<file path="config.mk">
export PLATFORM = sky130hd
export DESIGN_NAME = gregorian_day_number_convert
export DESIGN_NICKNAME = d
export VERILOG_FILES = /design/src/design/gdnc_pkg.sv /design/src/design/gregorian_day_number_convert.sv
export SDC_FILE = /design/constraint.sdc
export NUM_CORES = 2
export LEC_CHECK = 0
export BUFFER_PORTS_ARGS = -buffer_cell sky130_fd_sc_hd__clkbuf_2
export CAP_MARGIN = 5
export CELL_PAD_IN_SITES_DETAIL_PLACEMENT = 1
export CELL_PAD_IN_SITES_GLOBAL_PLACEMENT = 1
export CORE_MARGIN = 10
export CORE_UTILIZATION = 52
export DETAILED_ROUTE_END_ITERATION = 8
export PLACE_DENSITY = 0.83
export SYNTH_ARGS = -nofsm -noshare
export SYNTH_HDL_FRONTEND = slang
export SYNTH_MEMORY_MAX_BITS = 65536
export SYNTH_SLANG_ARGS = --single-unit
</file>
<file path="constraint.sdc">
create_clock -name clk_i -period 39.2 [get_ports clk_i]
set_input_delay 7.84 -clock clk_i [delete_from_list [all_inputs] [get_ports clk_i]]
set_output_delay 7.84 -clock clk_i [all_outputs]
set_load 0.05 [all_outputs]
</file>
<file path="src/design/gdnc_pkg.sv">
// ----------------------------------------------------------------------------
// gdnc_pkg: Gregorian date / Julian day number converter package
// Beat types, calendar constants and small month tables.
// ----------------------------------------------------------------------------
package gdnc_pkg;

  typedef enum logic {
    ReqDateToJdn = 1'b0,
    ReqJdnToDate = 1'b1
  } req_type_e;

  typedef struct packed {
    logic        req_type;
    logic [13:0] year;
    logic [3:0]  month;
    logic [4:0]  day;
    logic [22:0] day_number;
  } req_t;

  typedef struct packed {
    logic        valid_res;
    logic [13:0] year_out;
    logic [3:0]  month_out;
    logic [4:0]  day_out;
    logic [22:0] day_number_out;
  } res_t;

  localparam logic [22:0] JdnMin     = 23'd1721426;
  localparam logic [22:0] JdnMax     = 23'd5373484;
  localparam logic [13:0] YearMax    = 14'd9999;
  localparam logic [22:0] JdnOffset  = 23'd32044;
  localparam logic [23:0] JdnBase    = 24'd32045;
  localparam logic [14:0] EpochYear  = 15'd4800;
  localparam logic [25:0] DaysPer400 = 26'd146097;
  localparam logic [17:0] DaysPer4   = 18'd1461;

  // floor(x / d) = (x * Mul) >> Shift, exact or low by one over the used range
  localparam logic [12:0] Div100Mul  = 13'd5243;   // shift 19
  localparam logic [14:0] Div400yMul = 15'd29398;  // shift 32
  localparam logic [13:0] Div4yMul   = 14'd11483;  // shift 24
  localparam logic [12:0] Div153Mul  = 13'd6854;   // shift 20

  // days from March 1 to the first of month offset m (March = 0)
  function automatic logic [8:0] days_before(input logic [3:0] m);
    logic [8:0] r;
    case (m)
      4'd0:    r = 9'd0;
      4'd1:    r = 9'd31;
      4'd2:    r = 9'd61;
      4'd3:    r = 9'd92;
      4'd4:    r = 9'd122;
      4'd5:    r = 9'd153;
      4'd6:    r = 9'd184;
      4'd7:    r = 9'd214;
      4'd8:    r = 9'd245;
      4'd9:    r = 9'd275;
      4'd10:   r = 9'd306;
      4'd11:   r = 9'd337;
      default: r = 9'd0;
    endcase
    return r;
  endfunction

  function automatic logic [4:0] month_days(input logic [3:0] mo, input logic leap);
    logic [4:0] r;
    case (mo) inside
      4'd4, 4'd6, 4'd9, 4'd11: r = 5'd30;
      4'd2:                    r = leap ? 5'd29 : 5'd28;
      default:                 r = 5'd31;
    endcase
    return r;
  endfunction

endpackage

</file>
<file path="src/design/gregorian_day_number_convert.sv">
// ----------------------------------------------------------------------------
// gregorian_day_number_convert: Gregorian date <-> Julian day number
// Eight-stage pipeline converting each beat in the direction it requests.
// ----------------------------------------------------------------------------
// Each input beat gives one result beat, in order. A new beat can be taken
// every cycle unless a full pipeline stalls. Each stage holds one valid bit
// and moves whenever it is empty or the stage after it moves, so bubbles
// close up and the input stays ready while a finished result waits on the
// output as long as some stage is empty. The depth is set by the day number
// to date path: three reciprocal multiplications, the first two followed by
// a stage of correct-and-subtract and the last by the final subtract that
// assembles the date. Invalid requests return valid_res low and zero fields.
module gregorian_day_number_convert
  import gdnc_pkg::*;
(
  input  logic clk_i,
  input  logic rst_ni,
  input  logic in_valid_i,
  output logic in_ready_o,
  input  req_t in_data_i,
  output logic out_valid_o,
  input  logic out_ready_i,
  output res_t out_data_o
);

  localparam int unsigned NStages = 8;

  typedef struct packed {
    logic        req;
    logic [13:0] year;
    logic [3:0]  month;
    logic [4:0]  day;
    logic [22:0] day_number;
    // date to day number
    logic        fval;
    logic [14:0] yshift;
    logic [3:0]  mofs;
    logic [26:0] py;
    logic [26:0] pyr;
    logic [7:0]  qy;
    logic [22:0] t1;
    logic [8:0]  mdy;
    logic [22:0] jd;
    // day number to date
    logic        ival;
    logic [22:0] ia;
    logic [24:0] x1;
    logic [39:0] p1;
    logic [7:0]  b;
    logic [25:0] bm;
    logic [15:0] c;
    logic [17:0] x2;
    logic [31:0] p2;
    logic [6:0]  d;
    logic [17:0] dm;
    logic [8:0]  e;
    logic [23:0] p3;
    res_t        res;
  } pipe_t;

  pipe_t              st_d [1:NStages];
  pipe_t              st_q [1:NStages];
  logic [NStages:1]   v_q;
  logic [NStages:1]   en;
  logic [NStages:1]   v_in;

  always_comb begin
    en[NStages] = !v_q[NStages] || out_ready_i;
    for (int k = NStages - 1; k >= 1; k--) begin
      en[k] = !v_q[k] || en[k+1];
    end
  end

  assign v_in = {v_q[NStages-1:1], in_valid_i};

  always_comb begin
    logic        am;
    logic [13:0] yr_rem;
    logic        leap;
    logic [25:0] r1;
    logic        c1;
    logic [17:0] r2;
    logic        c2;
    logic [3:0]  mm;
    logic        hi;
    logic [15:0] ysum;

    // stage 1: shift the year to March-based, start reciprocal products
    st_d[1]            = '0;
    st_d[1].req        = in_data_i.req_type;
    st_d[1].year       = in_data_i.year;
    st_d[1].month      = in_data_i.month;
    st_d[1].day        = in_data_i.day;
    st_d[1].day_number = in_data_i.day_number;
    am                 = (in_data_i.month < 4'd3);
    st_d[1].fval       = (in_data_i.year != '0) && (in_data_i.year <= YearMax) &&
                         (in_data_i.month != '0) && (in_data_i.month <= 4'd12) &&
                         (in_data_i.day != '0);
    st_d[1].yshift     = 15'(in_data_i.year) + EpochYear - 15'(am);
    st_d[1].mofs       = am ? in_data_i.month + 4'd9 : in_data_i.month - 4'd3;
    st_d[1].py         = 27'(st_d[1].yshift) * 27'(Div100Mul);
    st_d[1].pyr        = 27'(in_data_i.year) * 27'(Div100Mul);
    st_d[1].ival       = (in_data_i.day_number >= JdnMin) &&
                         (in_data_i.day_number <= JdnMax);
    st_d[1].ia         = in_data_i.day_number + JdnOffset;
    st_d[1].x1         = {st_d[1].ia, 2'b11};
    st_d[1].p1         = 40'(st_d[1].x1) * 40'(Div400yMul);

    // stage 2: leap check, day bound, partial sums; 400-year product
    st_d[2]      = st_q[1];
    st_d[2].qy   = st_q[1].py[26:19];
    yr_rem       = st_q[1].year - 14'(16'(st_q[1].pyr[26:19]) * 16'd100);
    leap         = (st_q[1].year[1:0] == 2'b00) &&
                   ((yr_rem != '0) || (st_q[1].pyr[20:19] == 2'b00));
    st_d[2].fval = st_q[1].fval && (st_q[1].day <= month_days(st_q[1].month, leap));
    st_d[2].t1   = 23'(st_q[1].yshift) * 23'd365 + 23'(st_q[1].yshift >> 2);
    st_d[2].mdy  = days_before(st_q[1].mofs) + 9'(st_q[1].day);
    st_d[2].b    = st_q[1].p1[39:32];
    st_d[2].bm   = 26'(st_d[2].b) * DaysPer400;

    // stage 3: day number sum; 400-year quotient fix, day in cycle
    st_d[3]    = st_q[2];
    st_d[3].jd = 23'(24'(st_q[2].t1) + 24'(st_q[2].mdy) + 24'(st_q[2].qy >> 2)
                     - 24'(st_q[2].qy) - JdnBase);
    r1         = 26'(st_q[2].x1) - st_q[2].bm;
    c1         = (r1 >= DaysPer400);
    st_d[3].b  = st_q[2].b + 8'(c1);
    st_d[3].c  = 16'(26'(st_q[2].ia) -
                     ((st_q[2].bm + (c1 ? DaysPer400 : 26'd0)) >> 2));

    // stage 4: 4-year product
    st_d[4]    = st_q[3];
    st_d[4].x2 = {st_q[3].c, 2'b11};
    st_d[4].p2 = 32'(st_d[4].x2) * 32'(Div4yMul);

    // stage 5: 4-year quotient estimate
    st_d[5]    = st_q[4];
    st_d[5].d  = st_q[4].p2[30:24];
    st_d[5].dm = 18'(st_d[5].d) * DaysPer4;

    // stage 6: quotient fix, day of March-based year
    st_d[6]   = st_q[5];
    r2        = st_q[5].x2 - st_q[5].dm;
    c2        = (r2 >= DaysPer4);
    st_d[6].d = st_q[5].d + 7'(c2);
    st_d[6].e = 9'(16'(st_q[5].c) -
                   16'((19'(st_q[5].dm) + (c2 ? 19'(DaysPer4) : 19'd0)) >> 2));

    // stage 7: month product
    st_d[7]    = st_q[6];
    st_d[7].p3 = 24'(11'(12'(st_q[6].e) * 12'd5 + 12'd2)) * 24'(Div153Mul);

    // stage 8: assemble the result
    st_d[8] = st_q[7];
    mm      = st_q[7].p3[23:20];
    hi      = (mm >= 4'd10);
    ysum    = 16'(st_q[7].b) * 16'd100 + 16'(st_q[7].d) + 16'(hi) - 16'(EpochYear);
    st_d[8].res = '0;
    if (st_q[7].req == ReqJdnToDate) begin
      if (st_q[7].ival) begin
        st_d[8].res.valid_res      = 1'b1;
        st_d[8].res.year_out       = 14'(ysum);
        st_d[8].res.month_out      = hi ? mm - 4'd9 : mm + 4'd3;
        st_d[8].res.day_out        = 5'(st_q[7].e - days_before(mm) + 9'd1);
        st_d[8].res.day_number_out = st_q[7].day_number;
      end
    end else begin
      if (st_q[7].fval) begin
        st_d[8].res.valid_res      = 1'b1;
        st_d[8].res.year_out       = st_q[7].year;
        st_d[8].res.month_out      = st_q[7].month;
        st_d[8].res.day_out        = st_q[7].day;
        st_d[8].res.day_number_out = st_q[7].jd;
      end
    end
  end

  always_ff @(posedge clk_i or negedge rst_ni) begin
    if (!rst_ni) begin
      v_q <= '0;
    end else begin
      for (int k = 1; k <= NStages; k++) begin
        if (en[k]) begin
          v_q[k] <= v_in[k];
        end
      end
    end
  end

  always_ff @(posedge clk_i) begin
    for (int k = 1; k <= NStages; k++) begin
      if (en[k]) begin
        st_q[k] <= st_d[k];
      end
    end
  end

  assign in_ready_o  = en[1];
  assign out_valid_o = v_q[NStages];
  assign out_data_o  = st_q[NStages].res;

endmodule

</file>
# == Yosys cells after proc, flatten, opt, wreduce, memory -nomap -nowiden ==
# Memory sizes are Yosys's and may differ from the RTL's.
# Index checks and enable logic that the tools add are counted.
# classes
add_sub_neg,28
multipliers,11
order_cmp,9
n_eq_ne,5
muxes,28
n_reduce_logical,31
# op_table
operator,n
$mux 47,3
$mul 25x14->39 const B,1
$mul 18x14->32 const B,1
$reduce_bool 14->1,2
$mul 14x13->27 const B,1
$mul 15x13->27 const B,1
$ge 26x18->1 const B,1
$mul 8x18->26 const B,1
$sub 25x26->26,1
$mul 8x5->12 const B,2
$add 23x13->23,1
$add 23x15->23 const B,1
$add 23x6->23,1
$add 23x9->23,1
$ge 23x21->1 const B,1
$le 23x23->1 const B,1
$mul 11x12->23 const B,1
$mul 15x9->23 const B,1
$sub 23x15->23 const B,1
$sub 23x8->23,1
$add 18x18->18,1
$ge 18x11->1 const B,1
$mul 7x11->18 const B,1
$mux 18,1
41 further kinds,84
# word_totals
regBits,8
mem_bits_rw,3824
mem_bits_ro,288
out_inout_bits,49
mem_count,3
# mem_list
name,depth,word_bits,rd,rd_clocked_by_memory_dff,write_ports,line_no,rtl
st_q,8,478,8,0,8,gregorian_day_number_convert.sv:62,pipe_t st_q [1:NStages];
(no name shown),16,9,1,0,0,gdnc_pkg.sv:46,case (m)
(no name shown),16,9,1,0,0,gdnc_pkg.sv:46,

# == Depth between registers and ports, before layout ==
# depth
ltp_word,11
depth_mapped,36

# == Worst setup path before layout ==
# Ideal clock, no wire load.
# synth_path
path_kind,input -> output
startpoint,input port out_ready_i
endpoint,output port in_ready_o
arrival_time_ns,16.941
path_slack_ns,14.419
cell_stages,6
path_buffers,0
path_cell_list,nor2b_1 nand3_1 nor2_1 nand3_1 inv_1 nand3_1
# synth_between
elab_chain_cells,8
# synth_rtl
element,line_no,rtl
"start, declared",gregorian_day_number_convert.sv:22,"input logic out_ready_i,"
$logic_or 1x1->1,gregorian_day_number_convert.sv:68,en[NStages] = !v_q[NStages] || out_ready_i;
$logic_or 1x1->1 (2 in series),gregorian_day_number_convert.sv:70,en[k] = !v_q[k] || en[k+1];
"named net en, one bit",gregorian_day_number_convert.sv:64,logic [NStages:1] en;
$logic_or 1x1->1 (3 in series),gregorian_day_number_convert.sv:70,
"named net en, one bit",gregorian_day_number_convert.sv:64,
$logic_or 1x1->1 (2 in series),gregorian_day_number_convert.sv:70,
"end, declared",gregorian_day_number_convert.sv:19,"output logic in_ready_o,"
# The timed path passes the listed nets, and every way through them passes these cells.

# == Worst setup path in the final report ==
# Ends and elaborated chain as after synthesis.

==> results.txt <==
----------------------------------------------------
[STA]
  Peak Freq ... between 50 and 60 MHz
  Final Hold Vio Count ... 0
  Final critical path time including I/O delays and setup ... 19.16 ns
  Post-route clock period utilization ... around half
  Transition time at the pin with the least slew margin ... 1.21 ns
  Worst hold slack after final layout ... between 0.4 and 0.5 ns
  Max-slew violation count ... 0
  Setup violations, final ... 0
  Slew margin rel. ... a little under a fifth
  Sum of negative setup slack ... 0 ns
  Unrepaired setup endpoints after global routing ... no
  Final clock skew ... about 0.037 ns

[Floorplanning]
  Horizontal die dimension ... ~360 um
  Number of primary I/O pins ... 100
  # rows ... ~130
  Overall die area ... around 130,000 um^2
  Floorplan Core Area ... 116,000 um^2
  Height of the chip ... roughly 360 um
  Initial Utilization ... 52.4%

[GRT]
  Remaining Overflow, GRT ... 0
  Overall routing resource usage ... between 20% and 30%
  Pin count of the biggest net entering global routing ... 79
  Global-route wire length before repair ... between 200 and 300 mm
  Number of global-route vias before repair ... around 44,000
  Initial antenna violation count ... 18

[Place]
  DPL Wire Length ... approximately 120 mm
  GP Congestion ... approximately 0.86
  Total of buffers placed on input and output ports ... 99

[Drt]
  Wirelength per Cell ... 24.4 um
  Number of nets with antenna violations after routing ... 0
  Via Count ... approximately 38,000
  Detail-routed via count per cell ... around 5.7
  Routed Wire Length ... 160 mm
  Initial DRC Count ... roughly 2,400
  Detailed-routing iteration count for the pre-antenna-repair pass ... 6
  Residual DRC count ... 0

[Hold path]
  Worst Hold Path Cells ... 0
  Hold/Removal Path Class ... reg2reg

[Clock network]
  H-tree levels ... 3
  Cell chosen for the clock root ... clkbuf_16
  Clock latency on the worst-skew pair ... 0.65 ns
  Hold-fix buffers at CTS ... 0
  Clock tree from TritonCTS ... built
  Clk sinks ... 818
  Buffer levels on the longest clock path ... 3
  Cts bufs inserted ... between 80 and 90
  Buffer count from post-CTS setup fixing ... 0
  Clock transition at the registers of the reported paths ... 0.07 ns
  Gates resized, CTS repair ... 0

[Critical path]
  Worst reg-to-reg path cell count ... 31
  Setup CP Type ... in2out
  Critical Path Sink Type ... output port
  Critical path required time ... 31.36 ns
  Crit path DAT ... 11.32 ns
  Crit start category ... primary input
  Maximum fanout encountered on the critical timing path ... 36

[Outcome]
  Status ... finished clean

[Synth]
  Per-instance average area after synthesis ... about 13 um^2
  Most common flop cell mapped by yosys ... edfxtp_1
  Async set-reset flop share out of synthesis ... 0.978%
  Total of warnings raised by yosys ... 0
  Netlist Area Pre-Place ... between 60,000 and 70,000 um^2
  Yosys cell types ... between 80 and 90
  Number of standard cells after synthesis ... just under 5,000
  Count of flip-flops with a built-in enable after synthesis ... ~800
  Part of the Yosys area used for sequential elements ... around two fifths
  Number of storage elements in the synthesis netlist ... 818
  Number of nets produced by synthesis ... about 6,400

[Layout]
  Layout area overhead ... 8.29%
  Layout cell share with drive strength beyond 1 ... 5.67%
  Net count of the finished layout ... ~6,500
  Commonest cells after routing, fill and taps aside ... ha_1 (984), inv_1 (968), edfxtp_1 (810)
  Leading cell type in the layout, fill and taps excluded ... ha_1

[Job]
  Max-capacitance violation count ... 0

----------------------------------------------------
cell type report:
cell class	instances	area, um^2
antenna	6	15.0
clock buffer	97	2170
clock inverter	51	628
fill	11800	50300
inverter	970	3640
multi-input combinational	2985	32400
sequential	818	24500
tap	1524	1910
timing repair buffer	123	688
routing by layer:
| metal | vias up | routed length, um | GRT usage (%) |
|---|---|---|---|
| met5 | - | 133 | 0 |
| li1 | 16800 | - | - |
| met3 | 400 | 7520 | 3.55 |
| met2 | 1058 | 83900 | 45.0 |
| met1 | 19300 | 62100 | 29.1 |
| met4 | 22 | 6470 | 9.54 |
per-stage QoR:
stage	instance area [um^2]	setup WS, ns	util (%)	std cells
3_5_place_dp	63200	20.09	54.3	6419
3_3_place_gp	63200	20.31	54.3	6419
5_1_grt	66000	19.78	56.7	6573
4_1_cts	66000	20.05	56.7	6567
2_1_floorplan	61000	14.42	-	4839
6_report	66000	20.04	56.7	6574
cell usage after synthesis, types with 35 or more instances:
library cell  number  share of area (%)
a21o_1            85                1.0
a21oi_1          155                1.3
buf_4             47               0.58
edfxtp_1         810                 40
fa_1             523                 17
ha_1             984                 20
inv_1            970                6.0
nand2_1          135               0.83
nand2b_1          35               0.36
nand3_1           42               0.34
nor2_1           137               0.84
nor2b_1           45               0.46
nor3_1            50               0.41
o21a_1            36               0.44
o21ai_0          101               0.83
xnor2_1          190                2.7
xor2_1            93                1.3
final timing paths:
kind                                  to  slack [ns]           from
min in group asynchronous         v_q[5]        7.08         rst_ni
max in group asynchronous         v_q[2]       31.85         rst_ni
min reg2reg                st_q[0][3781]        0.41  st_q[0][3303]
max                           in_ready_o       20.04    out_ready_i
min                        st_q[0][3781]        0.41  st_q[0][3303]
max reg2reg                st_q[0][3416]       31.35  st_q[0][2939]
sequential cells by signal, summed over array words and instances (netlist names):
register	count
st_q	810
v_q	8
worst max-delay path: stages:
cell and delay, ns:
clkbuf_2 0.08, nor2b_1 0.43, nand3_4 0.57, nor2_1 0.69, nand3_4 0.45, inv_1 0.34, nand3_4 0.44, clkbuf_2 0.40
cells by family (layout without fill, tap and decap cells):
logic type | after synthesis | in the layout | share of synthesized area (%)
adder cells (fa/ha/maj) | 1507 | 1507 | 37.4
buffers and inverters | 1036 | 1241 | 6.67
AO/OA/AOI/OAI | 626 | 626 | 6.92
flip-flops | 818 | 818 | 40.2
XOR/XNOR | 284 | 284 | 4.10
other | 0 | 6 | 0
AND/OR/NAND/NOR | 557 | 557 | 4.52
multiplexers | 11 | 11 | 0.183
Power is left out: the tool's default activity adds up to more than one toggle a clock period on the data nets, which glitch-free logic cannot reach.
